## src/hw/rtl/bfea_pkg.sv

```systemverilog
// Shared types, widths and constants of the edge-averaged 3x3 box filter.
// Holds the reciprocal divide used on the neighborhood sum.
// No dependencies; every other RTL file of the block imports this package.
`timescale 1ns / 1ps
`default_nettype none

package bfea_pkg;

  localparam int unsigned PIX_W        = 8;
  localparam int unsigned CFG_W        = 11;
  localparam int unsigned SUM_W        = 12;   // 9 * 255 fits in 12 bits
  localparam int unsigned CNT_W        = 4;    // neighbor count, at most 9
  localparam int unsigned MAX_SIZE_DEF = 1024;
  localparam int unsigned SIZE_RESET   = 1024; // image_size after reset
  localparam int unsigned PIX_MAX      = 255;

  // Neighbor counts that occur inside the image.
  localparam logic [CNT_W-1:0] CNT_INNER  = CNT_W'(9);
  localparam logic [CNT_W-1:0] CNT_EDGE   = CNT_W'(6);
  localparam logic [CNT_W-1:0] CNT_CORNER = CNT_W'(4);
  localparam logic [CNT_W-1:0] CNT_SINGLE = CNT_W'(1);

  // Reciprocals for truncating divides by 9 and 6, scaled by 2^RECIP_SHIFT.
  localparam int unsigned RECIP_SHIFT = 15;
  localparam int unsigned RECIP_W     = 13;
  localparam logic [RECIP_W-1:0] RECIP9 = RECIP_W'(3641);
  localparam logic [RECIP_W-1:0] RECIP6 = RECIP_W'(5462);
  localparam int unsigned PROD_W      = SUM_W + RECIP_W;

  // Control for one item on its way into the window stage.
  typedef struct packed {
    logic       emit;    // item produces a result
    logic       last;    // result is the final pixel of the image
    logic [2:0] row_ok;  // window rows that lie inside the image
    logic [2:0] col_ok;  // window columns that lie inside the image
  } pos_info_t;

  // Truncated mean: sum / cnt for cnt in {1, 4, 6, 9}.
  function automatic logic [PIX_W-1:0] div_by_count(input logic [SUM_W-1:0] sum,
                                                    input logic [CNT_W-1:0] cnt);
    logic [PROD_W-1:0] prod;
    logic [PIX_W-1:0]  quo;
    prod = '0;
    quo  = sum[PIX_W-1:0];
    unique case (cnt)
      CNT_INNER: begin
        prod = PROD_W'(sum) * PROD_W'(RECIP9);
        quo  = prod[RECIP_SHIFT +: PIX_W];
      end
      CNT_EDGE: begin
        prod = PROD_W'(sum) * PROD_W'(RECIP6);
        quo  = prod[RECIP_SHIFT +: PIX_W];
      end
      CNT_CORNER: begin
        quo = sum[2 +: PIX_W];
      end
      default: begin
        quo = sum[PIX_W-1:0];
      end
    endcase
    return quo;
  endfunction

endpackage

`default_nettype wire

```

## src/hw/rtl/bfea_pos_ctrl.sv

```systemverilog
// Position tracking of the box filter: image side register, input and output
// raster counters, drain handling and per-item window masks.
// Depends on bfea_pkg.
`timescale 1ns / 1ps
`default_nettype none

module bfea_pos_ctrl #(
  parameter int unsigned MAX_SIZE = bfea_pkg::MAX_SIZE_DEF
) (
  input  wire logic                            clk_i,
  input  wire logic                            rst_ni,
  input  wire logic                            cfg_we_i,
  input  wire logic [bfea_pkg::CFG_W-1:0]      cfg_wdata_i,
  input  wire logic                            acc_i,
  input  wire logic                            req_type_i,
  input  wire logic [bfea_pkg::PIX_W-1:0]      pixel_i,
  output logic                                 take_o,
  output logic [bfea_pkg::PIX_W-1:0]           px_o,
  output logic [$clog2(MAX_SIZE)-1:0]          col_o,
  output bfea_pkg::pos_info_t                  info_o
);
  import bfea_pkg::*;

  localparam int unsigned CntW    = $clog2(MAX_SIZE + 2);
  localparam int unsigned AddrW   = $clog2(MAX_SIZE);
  localparam int unsigned WideW   = (CFG_W > CntW) ? CFG_W : CntW;
  localparam int unsigned SideRst = (SIZE_RESET > MAX_SIZE) ? MAX_SIZE : SIZE_RESET;

  logic [CntW-1:0]  side_q, side_d;
  logic [CntW-1:0]  in_row_q, in_row_d, in_col_q, in_col_d;
  logic [CntW-1:0]  out_row_q, out_row_d, out_col_q, out_col_d;
  logic [CntW-1:0]  side_m1, in_col_inc, out_col_inc;
  logic [WideW-1:0] cfg_ext;
  logic             in_image;

  assign side_m1     = side_q - CntW'(1);
  assign in_col_inc  = in_col_q + CntW'(1);
  assign out_col_inc = out_col_q + CntW'(1);
  assign cfg_ext     = WideW'(cfg_wdata_i);
  assign in_image    = in_row_q < side_q;

  // Drop drain ticks while the image is still arriving.
  assign take_o = acc_i && !(in_image && req_type_i);
  assign px_o   = in_image ? pixel_i : '0;
  assign col_o  = in_col_q[AddrW-1:0];

  always_comb begin
    info_o.emit   = (in_row_q >= CntW'(2)) ||
                    ((in_row_q == CntW'(1)) && (in_col_q != '0));
    info_o.last   = info_o.emit && (out_row_q == side_m1) && (out_col_q == side_m1);
    info_o.row_ok = {(out_row_q + CntW'(1)) < side_q, out_row_q < side_q,
                     out_row_q != '0};
    info_o.col_ok = {(out_col_q + CntW'(1)) < side_q, out_col_q < side_q,
                     out_col_q != '0};
  end

  always_comb begin
    side_d    = side_q;
    in_row_d  = in_row_q;
    in_col_d  = in_col_q;
    out_row_d = out_row_q;
    out_col_d = out_col_q;
    if (cfg_we_i) begin
      // Clamp the side and restart the frame.
      if (cfg_ext == '0) begin
        side_d = CntW'(1);
      end else if (cfg_ext > WideW'(MAX_SIZE)) begin
        side_d = CntW'(MAX_SIZE);
      end else begin
        side_d = CntW'(cfg_ext);
      end
      in_row_d  = '0;
      in_col_d  = '0;
      out_row_d = '0;
      out_col_d = '0;
    end else if (take_o) begin
      if (in_col_inc >= side_q) begin
        in_col_d = '0;
        in_row_d = in_row_q + CntW'(1);
      end else begin
        in_col_d = in_col_inc;
      end
      if (info_o.emit) begin
        if (out_col_inc >= side_q) begin
          out_col_d = '0;
          out_row_d = out_row_q + CntW'(1);
        end else begin
          out_col_d = out_col_inc;
        end
      end
      if (info_o.last) begin
        in_row_d  = '0;
        in_col_d  = '0;
        out_row_d = '0;
        out_col_d = '0;
      end
    end
  end

  always_ff @(posedge clk_i or negedge rst_ni) begin
    if (!rst_ni) begin
      side_q    <= CntW'(SideRst);
      in_row_q  <= '0;
      in_col_q  <= '0;
      out_row_q <= '0;
      out_col_q <= '0;
    end else begin
      side_q    <= side_d;
      in_row_q  <= in_row_d;
      in_col_q  <= in_col_d;
      out_row_q <= out_row_d;
      out_col_q <= out_col_d;
    end
  end

endmodule

`default_nettype wire

```

## config.mk

```make
export PLATFORM = sky130hd
export DESIGN_NAME = bfea_pos_ctrl
export DESIGN_NICKNAME = d
export VERILOG_FILES = /design/src/hw/rtl/bfea_pkg.sv /design/src/hw/rtl/bfea_pos_ctrl.sv
export SDC_FILE = /design/constraint.sdc
export NUM_CORES = 1
export LEC_CHECK = 0
export BUFFER_PORTS_ARGS = -buffer_cell sky130_fd_sc_hd__buf_2
export CAP_MARGIN = 30
export CORE_ASPECT_RATIO = 0.75
export CORE_MARGIN = 4
export CORE_UTILIZATION = 48
export DETAILED_ROUTE_END_ITERATION = 7
export MAX_ROUTING_LAYER = met4
export PLACE_DENSITY_LB_ADDON = 0.2
export RECOVER_POWER = 100
export SLEW_MARGIN = 20
export SYNTH_ARGS = -nofsm -noshare
export SYNTH_HDL_FRONTEND = slang
export SYNTH_SLANG_ARGS = --single-unit
```

## constraint.sdc

```tcl
create_clock -name clk_i -period 6.2 [get_ports clk_i]
set_input_delay 1.24 -clock clk_i [delete_from_list [all_inputs] [get_ports clk_i]]
set_output_delay 1.24 -clock clk_i [all_outputs]
set_load 0.01 [all_outputs]
```

==> out/qor.csv <==
metric,value,unit
status,"complete, but fails checks",
violations in the final reports,"max-capacitance violations, max-slew violations",
Clock Sinks,55,
RR Endpoint,out_row_q[0]$_DFFE_PN0P_,
ratio of cells with drive above 1 in the final layout,7.52,%
htree depth,2,
worst skew pair latency,0.30,ns
nets,750,
vias in the first global route,4613,
core area,0.0105,sq mm
register area share after synthesis,26.1,%
clock share of power,27.7,%
DRT Wirelength,14.8,mm
first-pass GRT wire length,23.6,mm
unrepaired setup endpoints after global routing,false,
Inserted Diodes,0,
Leak Pwr,2.56,nW
skew final,0.00920,ns
YS warnings,0,
Post-CTS Setup Inserts,0,
Setup crit start,out_col_q[2]$_DFFE_PN0P_,
crit path to,out_row_q[0]$_DFFE_PN0P_,
GPL Wtd Cong,0.934,
Comb power frac,32.7,%
Post-Syn Area,0.00528,sq mm
syn avg cell area,8.39,sq um
Final Cycle Share,75.9,%
Mapped Cells,629,
Max-Cap Viols,1,
PwrDens,188,mW/mm^2
flop2flop setup slack,1.49,ns
"commonest non-fill, non-tap cell in the layout",ha_1,
met3 Use GR,4.66,%
# IOs,51,
post-synth cell types,67,
Worst setup EP type,flip-flop,
largest net degree at the start of global routing,56,
final setup violation count,0,
Tmin final,4.71,ns
vias per inst,6.15,
initial antenna violation count,0,
Worst setup SP type,flip-flop,
Routed Antenna Nets,0,
row count,32,
f_max,212,MHz
utilization after layout,53.6,%
worst vdd ir,108,uV
CP max FO,12,
TritonCTS buffer count,5,
Layout area overhead,6.50,%
final hold vios,0,
hold slack,0.547,ns
Post-synth ARST share,100,%
CTS Hold Buffers Added,0,
M2 GR Usage,36.7,%
Psw,0.000389,W
multi-input combinational cell area,0.00356,sq mm
"EDFF count, synth",0,
CTS tree,yes,
initial DRC count,304,
FF-to-FF Start,out_col_q[2]$_DFFE_PN0P_,
Die Y,98.8,um
most frequent cells in the layout,"ha_1 (75), o21ai_0 (69), dfrtp_1 (54)",
Worst Path Required,6.37,ns
Synth Net Count,728,
Crit path arrival time,4.88,ns
fin. max-slew vios,56,
gr usage total,23.8,%
Die X-Extent,129,um
Yosys reg bits,55,
grt met1 use,33.1,%
worst-margin pin slew,3.22,ns
R2R depth,14,
WL/cell,18.8,um
DRC,0,
GRT overflow,0,
switching share of power,36.8,%
Worst Hold Class,flip-flop to flip-flop,
First-pass DRT Iterations,4,
Synth Flop Type,dfrtp_1,
Die ar.,0.0127,sq mm
GRT Max-Usage Layer,met2,
IO Port Bufs,50,
relative slew slack,-115,%
dpl ws,2.21,ns
sequential power share,39.6,%
# fillers,1012,
clk slew on worst S/H paths,0.08,ns
vias,4846,
clock root buffer,clkbuf_16,
area taken by flip-flops and latches,0.00138,sq mm
Internal Power,0.000668,W
DP Wirelength,11.1,mm
PnR worst setup slack,1.49,ns
setup TNS,0,ns
clk buf depth,2,
initial core utilization,50.3,%
crit path kind,flip-flop to flip-flop,
# resized after CTS,0,
## per-layer routing
| layer | vias to the layer above | routed length, um |
|---|---|---|
| met4 | 0 | 147 |
| met2 | 153 | 6800 |
| met3 | 14 | 977 |
| met1 | 2350 | 6870 |
| li1 | 2329 | - |
| met5 | - | 0 |
## cell type report
class,count,area share (%)
flip-flops and latches,55,24.5
multi-input cells,502,63.3
clock buffers,5,2.23
inverters,32,2.14
repair buffers,55,4.41
well taps,136,3.03
clock inverters,3,0.356
## cell usage after synthesis, drive strengths merged (13+ instances only)
cell type  number  area (sq um)
ha             75           938
o21ai          70           350
dfrtp          54          1350
nand2          46           173
nand3          37           185
inv            32           120
nor2           27           101
a21oi          24           120
clkbuf         24          90.1
xnor2          19           166
nor3           18           111
buf            16           110
nand2b         14          87.6
nor4           14          87.6
and2           13          81.3
xor2           13           114
## stage by stage
stage	total power (W)	cell area (sq um)	cells
after floorplan	0.000660	5280	629
after global placement	0.000765	5530	779
after detailed placement	0.000776	5530	780
after CTS	0.00107	5680	788
after global routing	0.00113	5620	788
final	0.00106	5620	788
## power groups by stage
| stage | logic, W | registers (W) | clock network (W) |
|---|---|---|---|
| floorplan | 0.000259 | 0.000402 | 0 |
| global placement | 0.000341 | 0.000424 | 0 |
| detailed placement | 0.000351 | 0.000425 | 0 |
| CTS | 0.000353 | 0.000418 | 0.000298 |
| global route | 0.000389 | 0.000423 | 0.000314 |
| finish | 0.000346 | 0.000419 | 0.000293 |
## how the worst min path moves through the flow
stage	startpoint	cells after the start	slack, ns	end
floorplan	in_col_q[10]$_DFFE_PN0P_	1	0.51	in_col_q[10]$_DFFE_PN0P_
global placement	in_col_q[9]$_DFFE_PN0P_	1	0.52	in_col_q[9]$_DFFE_PN0P_
detailed placement	in_col_q[10]$_DFFE_PN0P_	1	0.53	in_col_q[10]$_DFFE_PN0P_
CTS	in_col_q[10]$_DFFE_PN0P_	1	0.55	in_col_q[10]$_DFFE_PN0P_
global route	in_col_q[10]$_DFFE_PN0P_	1	0.58	in_col_q[10]$_DFFE_PN0P_
finish	in_col_q[10]$_DFFE_PN0P_	1	0.55	in_col_q[10]$_DFFE_PN0P_
## registers in the layout, summed over array words and instances (netlist names)
register and count:
in_col_q 11, side_q 11, in_row_q 11, out_col_q 11, out_row_q 11
## cells by family (layout without fill, tap and decap cells)
| logic type | count (synthesis) | count (layout) | share of synthesized area (%) |
|---|---|---|---|
| simple gates | 232 | 232 | 24.2 |
| mux | 4 | 4 | 0.783 |
| compound gates | 159 | 159 | 19.7 |
| fa+ha+maj | 75 | 75 | 17.8 |
| flops | 55 | 55 | 26.1 |
| buf+inv | 72 | 95 | 6.07 |
| xor+xnor | 32 | 32 | 5.31 |
## critical path, stage by stage, from the launching register on
cell and delay [ns]:
dfrtp_1 0.52, and3_1 0.23, nand2_1 0.07, nor2_1 0.21, xor2_1 0.18, ha_1 0.27
a21o_1 0.19, a21o_1 0.17, a211o_1 0.30, a211oi_1 0.25, o21ai_0 0.30, a221oi_1 1.13
clkbuf_1 0.43, nand2b_1 0.23, o21ai_0 0.11
(Power assumes the default switching activity.)
