<file path="src/hw/rtl/bfea_pkg.sv">
// Shared types, widths and constants of the edge-averaged 3x3 box filter.
// Holds the reciprocal divide used on the neighborhood sum.
// No dependencies; every other RTL file of the block imports this package.
`timescale 1ns / 1ps
`default_nettype none

package bfea_pkg;

  localparam int unsigned PIX_W        = 8;
  localparam int unsigned CFG_W        = 11;
  localparam int unsigned SUM_W        = 12;   // 9 * 255 fits in 12 bits
  localparam int unsigned CNT_W        = 4;    // neighbor count, at most 9
  localparam int unsigned MAX_SIZE_DEF = 1024;
  localparam int unsigned SIZE_RESET   = 1024; // image_size after reset
  localparam int unsigned PIX_MAX      = 255;

  // Neighbor counts that occur inside the image.
  localparam logic [CNT_W-1:0] CNT_INNER  = CNT_W'(9);
  localparam logic [CNT_W-1:0] CNT_EDGE   = CNT_W'(6);
  localparam logic [CNT_W-1:0] CNT_CORNER = CNT_W'(4);
  localparam logic [CNT_W-1:0] CNT_SINGLE = CNT_W'(1);

  // Reciprocals for truncating divides by 9 and 6, scaled by 2^RECIP_SHIFT.
  localparam int unsigned RECIP_SHIFT = 15;
  localparam int unsigned RECIP_W     = 13;
  localparam logic [RECIP_W-1:0] RECIP9 = RECIP_W'(3641);
  localparam logic [RECIP_W-1:0] RECIP6 = RECIP_W'(5462);
  localparam int unsigned PROD_W      = SUM_W + RECIP_W;

  // Control for one item on its way into the window stage.
  typedef struct packed {
    logic       emit;    // item produces a result
    logic       last;    // result is the final pixel of the image
    logic [2:0] row_ok;  // window rows that lie inside the image
    logic [2:0] col_ok;  // window columns that lie inside the image
  } pos_info_t;

  // Truncated mean: sum / cnt for cnt in {1, 4, 6, 9}.
  function automatic logic [PIX_W-1:0] div_by_count(input logic [SUM_W-1:0] sum,
                                                    input logic [CNT_W-1:0] cnt);
    logic [PROD_W-1:0] prod;
    logic [PIX_W-1:0]  quo;
    prod = '0;
    quo  = sum[PIX_W-1:0];
    unique case (cnt)
      CNT_INNER: begin
        prod = PROD_W'(sum) * PROD_W'(RECIP9);
        quo  = prod[RECIP_SHIFT +: PIX_W];
      end
      CNT_EDGE: begin
        prod = PROD_W'(sum) * PROD_W'(RECIP6);
        quo  = prod[RECIP_SHIFT +: PIX_W];
      end
      CNT_CORNER: begin
        quo = sum[2 +: PIX_W];
      end
      default: begin
        quo = sum[PIX_W-1:0];
      end
    endcase
    return quo;
  endfunction

endpackage

`default_nettype wire

</file>
<file path="src/hw/rtl/bfea_window.sv">
// 3x3 window of the box filter: column shift and masked neighborhood sum
// with the matching neighbor count.
// Depends on bfea_pkg.
`timescale 1ns / 1ps
`default_nettype none

module bfea_window (
  input  wire logic                        clk_i,
  input  wire logic                        rst_ni,
  input  wire logic                        clr_i,
  input  wire logic                        shift_i,
  input  wire logic [bfea_pkg::PIX_W-1:0]  top_i,
  input  wire logic [bfea_pkg::PIX_W-1:0]  mid_i,
  input  wire logic [bfea_pkg::PIX_W-1:0]  px_i,
  input  bfea_pkg::pos_info_t              info_i,
  output logic [bfea_pkg::SUM_W-1:0]       sum_o,
  output logic [bfea_pkg::CNT_W-1:0]       cnt_o
);
  import bfea_pkg::*;

  logic [PIX_W-1:0] win_q [9];
  logic [PIX_W-1:0] win_d [9];
  logic [1:0]       n_rows, n_cols;

  always_comb begin
    for (int r = 0; r < 3; r++) begin
      win_d[r*3]     = win_q[r*3 + 1];
      win_d[r*3 + 1] = win_q[r*3 + 2];
    end
    win_d[2] = top_i;
    win_d[5] = mid_i;
    win_d[8] = px_i;
  end

  always_comb begin
    sum_o = '0;
    for (int r = 0; r < 3; r++) begin
      for (int c = 0; c < 3; c++) begin
        if (info_i.row_ok[r] && info_i.col_ok[c]) begin
          sum_o = sum_o + SUM_W'(win_d[r*3 + c]);
        end
      end
    end
  end

  assign n_rows = 2'(info_i.row_ok[0]) + 2'(info_i.row_ok[1]) + 2'(info_i.row_ok[2]);
  assign n_cols = 2'(info_i.col_ok[0]) + 2'(info_i.col_ok[1]) + 2'(info_i.col_ok[2]);
  assign cnt_o  = CNT_W'(n_rows) * CNT_W'(n_cols);

  always_ff @(posedge clk_i or negedge rst_ni) begin
    if (!rst_ni) begin
      for (int i = 0; i < 9; i++) begin
        win_q[i] <= '0;
      end
    end else if (clr_i) begin
      for (int i = 0; i < 9; i++) begin
        win_q[i] <= '0;
      end
    end else if (shift_i) begin
      for (int i = 0; i < 9; i++) begin
        win_q[i] <= win_d[i];
      end
    end
  end

endmodule

`default_nettype wire

</file>
<file path="config.mk">
export PLATFORM = sky130hd
export DESIGN_NAME = bfea_window
export DESIGN_NICKNAME = d
export VERILOG_FILES = /design/src/hw/rtl/bfea_pkg.sv /design/src/hw/rtl/bfea_window.sv
export SDC_FILE = /design/constraint.sdc
export NUM_CORES = 1
export LEC_CHECK = 0
export BUFFER_PORTS_ARGS = -buffer_cell sky130_fd_sc_hd__buf_2
export CAP_MARGIN = 30
export CELL_PAD_IN_SITES_DETAIL_PLACEMENT = 1
export CELL_PAD_IN_SITES_GLOBAL_PLACEMENT = 1
export CORE_ASPECT_RATIO = 1.4
export CORE_MARGIN = 10
export CORE_UTILIZATION = 37
export CTS_BUF_LIST = sky130_fd_sc_hd__clkbuf_8
export DETAILED_ROUTE_END_ITERATION = 12
export GPL_ROUTABILITY_DRIVEN = 0
export MAX_ROUTING_LAYER = met4
export PLACE_DENSITY_LB_ADDON = 0.1
export SLEW_MARGIN = 30
export SYNTH_ARGS = -nofsm -noshare
export SYNTH_HDL_FRONTEND = slang
export SYNTH_SLANG_ARGS = --single-unit
export TNS_END_PERCENT = 20
</file>
<file path="constraint.sdc">
create_clock -name clk_i -period 15.6 [get_ports clk_i]
set_clock_uncertainty 0.2 [all_clocks]
set_input_delay 2.34 -clock clk_i [delete_from_list [all_inputs] [get_ports clk_i]]
set_output_delay 2.34 -clock clk_i [all_outputs]
set_load 0.01 [all_outputs]
</file>
==> metrics list <==
- Congestion Overflow GR: 0
- The count of cells in the finished layout, fillers not included, comes to 950.
* Number of global-route vias before repair: 5795
- Counting along the longest clock path gives a buffer depth of 2.
- P_int: 249 uW
* CTS tree: yes
* Worst voltage drop across the vdd grid: 0.0000423 V
- Entering global routing, the biggest net connects 49 pins.
- HP Class: reg2reg
* Post-placement cell count: 943
* Period minus WS final: 14310 ps
- Final number of hold-violating endpoints: 0
- Of the synthesized area, sequential elements account for 0.202.
* Post-CTS Setup Bufs: 0
* Number of nets with antenna violations after routing: 0
- After detailed routing, the total wire length is 17200 um.
- Timing would allow up to 69.9 MHz.
- Largest driver fanout on the critical path: 16
- Headroom to the max-slew limit came out at 0.404.
- Cell area after synthesis: 5960 sq um
* CTS hold repair buffers: 0
- The flow ran to the end, and the final reports show no timing, DRC or antenna violations.
* Post-route clock period utilization: 0.917
* Proportion of total power due to net switching: 0.408
* Post-Synthesis Net Count: 832
- # clock sinks: 48
- Counting flops with a built-in enable in the synthesized netlist gives 0.
- Summed over all instances, the cell type with the most area after synthesis is sky130_fd_sc_hd__dfrtp_1.
- The most numerous cell type found on the critical path is sky130_fd_sc_hd__ha_1.
* Synth top area share: 0.202
- Critical-path top delay cell: sky130_fd_sc_hd__a211oi_1
- Boundary Pins: 52
- Dividing the detail-routed wire length by the instance count gives 18.1 um.
- The total area inside the core boundary comes to 15700 sq um.
- For the pin with the worst max-slew slack, the measured transition is 894 ps.
- Switching power total: 172 uW
- The critical path is of the in2out type.
- Summed over all nets, the half-perimeter wirelength after detailed placement is 13800 um.
* Cell depth of the worst flop-to-flop path: 2
- The cell count after synthesis came out at 720.
- Layout Area Growth over Synthesis: 8.30%
* R2r setup slk: 14620 ps
- Dividing total power by cell area gives a power density of 65.3 nW/um^2.
* Share of power burned in registers: 0.320
- Antenna Diode Count: 0
- Slowest Stage Delay on Critical Path: 540 ps
- Max_cap viols: 0
- Hold timing on the final database bottoms out at a slack of 324 ps.
- The analysis attributes to cell leakage a power of 3.18 nW.
- In the global route stage, overall resource usage came out at 0.165.
- Number of stages on the worst hold path: 2
- Height of the chip: 170 um
* Number of distinct library cell variants in the gate-level netlist after synthesis: 62
- Antenna violations before repair: 0
* Post-cts gate resize count: 0
- Reg clk slew, reported paths: 90 ps
- CTS H-tree lvls: 2
- # DRC: 0
- Commonest register cell after synthesis: sky130_fd_sc_hd__dfrtp_1
- The number of clock buffers added by TritonCTS is 5.
- Adding up every negative setup slack in the final design gives 0 ps.
* Share of final-layout standard cells stronger than drive strength 1: 0.130
- Clock tree root driver cell: sky130_fd_sc_hd__clkbuf_8
* FP Rows: 54
- The first detailed-routing pass ran for 4 iterations.
- In this run, the number of DRC markers left after iteration 0 of detailed routing was 130.
- Of all flip-flops after synthesis, the portion carrying an async set or reset was 1.00.
- Average cell area after synthesis: 8.27 sq um
- Top cells by area, synth: sky130_fd_sc_hd__dfrtp_1, sky130_fd_sc_hd__ha_1, sky130_fd_sc_hd__mux2i_1, sky130_fd_sc_hd__nor2_1, sky130_fd_sc_hd__xnor2_1
- Setup violations remaining at the end of the flow were counted as 0.
- In the routed layout, each cell is associated on average with a via count of 5.54.
- STA classifies the critical path startpoint as a primary input.
* CP Capture Type: output port
* Port-buffer cells: 49
- Warnings, synthesis: 0
- The initial utilization of the core area, before any placement, comes to 0.380.
- Final-stage net count: 866
- Worst EP required: 13060 ps
* Global-route wire length before repair: 28500 um
* Max-slew violation total from the final report: 0
- The share of total power dissipated in the clock network is 0.190.
* Unrepaired setup endpoints after global routing: no
- WP data arrival: 11770 ps
* Total via count in the routed design: 5264
- The later pin in the worst-skew pair is clocked with a latency of 340 ps.
* Horizontal extent of the die: 127 um
- The register with the most flip-flops in the layout has 48 of them.
- Register bit count reported by yosys: 48
- Combinational group share of total power: 0.489
* Die Area: 21600 sq um
[through the flow]
stage          setup WS [ps]  utilization  instance area [sq um]  total power [mW]
4_1_cts                 1260        0.411                   6450             0.430
5_1_grt                  324        0.411                   6450             0.460
3_5_place_dp            1300        0.407                   6370             0.345
2_1_floorplan           2600            -                   5960             0.289
3_3_place_gp            1550        0.406                   6370             0.334
6_report                1290        0.411                   6450             0.421
[layout by cell type (no fill, tap or decap), drive strengths merged, types with 10 or more instances in the layout]
cell	count
nor2	99
buf	51
xnor2	32
xor2	17
fa	10
ha	66
a211oi	10
mux2i	53
inv	48
nor2b	10
nand2b	10
o21ai	48
mux2	21
and2	12
nand3	10
nand2	55
dfrtp	48
a21o	12
o21a	11
a21oi	44
[cell usage after synthesis, types with 3 or more instances]
master / count
sky130_fd_sc_hd__inv_1: 47
sky130_fd_sc_hd__ha_1: 66
sky130_fd_sc_hd__o21bai_1: 8
sky130_fd_sc_hd__xnor2_1: 29
sky130_fd_sc_hd__o211ai_1: 5
sky130_fd_sc_hd__nor2_1: 99
sky130_fd_sc_hd__a21boi_0: 3
sky130_fd_sc_hd__o21a_1: 11
sky130_fd_sc_hd__and2_1: 11
sky130_fd_sc_hd__mux2i_1: 53
sky130_fd_sc_hd__or3_1: 5
sky130_fd_sc_hd__o22ai_1: 5
sky130_fd_sc_hd__nor2b_1: 10
sky130_fd_sc_hd__nor3_1: 8
sky130_fd_sc_hd__buf_1: 4
sky130_fd_sc_hd__o21ai_2: 3
sky130_fd_sc_hd__fa_1: 10
sky130_fd_sc_hd__a32oi_1: 3
sky130_fd_sc_hd__nand2_1: 54
sky130_fd_sc_hd__a21oi_1: 41
sky130_fd_sc_hd__nand3_1: 10
sky130_fd_sc_hd__dfrtp_1: 48
sky130_fd_sc_hd__xor2_1: 16
sky130_fd_sc_hd__o21ai_0: 39
sky130_fd_sc_hd__and3_1: 8
sky130_fd_sc_hd__nand2b_1: 10
sky130_fd_sc_hd__a211oi_1: 9
sky130_fd_sc_hd__mux2_2: 21
sky130_fd_sc_hd__a21o_1: 12
sky130_fd_sc_hd__clkbuf_1: 19
sky130_fd_sc_hd__a21oi_2: 3
sky130_fd_sc_hd__a31oi_1: 7
sky130_fd_sc_hd__o21ai_1: 6
[power groups by stage]
stage | Clock [mW] | Sequential, mW | Combinational, mW
3_5_place_dp | 0 | 0.137 | 0.208
5_1_grt | 0.0886 | 0.136 | 0.235
4_1_cts | 0.0863 | 0.135 | 0.209
3_3_place_gp | 0 | 0.137 | 0.197
6_report | 0.0802 | 0.135 | 0.206
2_1_floorplan | 0 | 0.136 | 0.154
[layout make-up]
cell class              count  area, sq um
clock buffers               5         68.8
clock inverters             2         8.76
fillers                  1927         9230
inverters                  47          176
multi-input cells         601         4490
flip-flops and latches     48         1200
well taps                 196          245
repair buffers             51          263
[per-layer routing]
layer	part of all wire	GRT usage	wire [um]
met5	0	-	0
met4	0.028	0.0561	488
met3	0.021	0.0230	367
met2	0.55	0.322	9510
met1	0.40	0.161	6810
[kinds of logic after synthesis]
logic type,synth area share
XOR/XNOR,0.0849
multiplexers,0.129
buffers and inverters,0.0450
flip-flops,0.202
AND/OR/NAND/NOR,0.175
AO/OA/AOI/OAI,0.189
adder cells (fa/ha/maj),0.176
[worst max-delay path, delay by kind of cell]
kind / cells / cell delay, ps
compound gates: 15 / 3220
fa+ha+maj: 9 / 2830
simple gates: 8 / 1420
xor+xnor: 7 / 1110
buf+inv: 4 / 580
mux: 1 / 240
[worst paths after layout]
kind,startpoint,to
min in group asynchronous,rst_ni,win_d[15]
setup reg to reg,win_d[60],win_d[60]
setup / recovery,info_i[0],sum_o[10]
hold / removal,win_d[71],win_d[71]
hold reg to reg,win_d[71],win_d[71]
max in group asynchronous,rst_ni,win_d[64]
No activity file was read; power rests on OpenSTA's default activity.
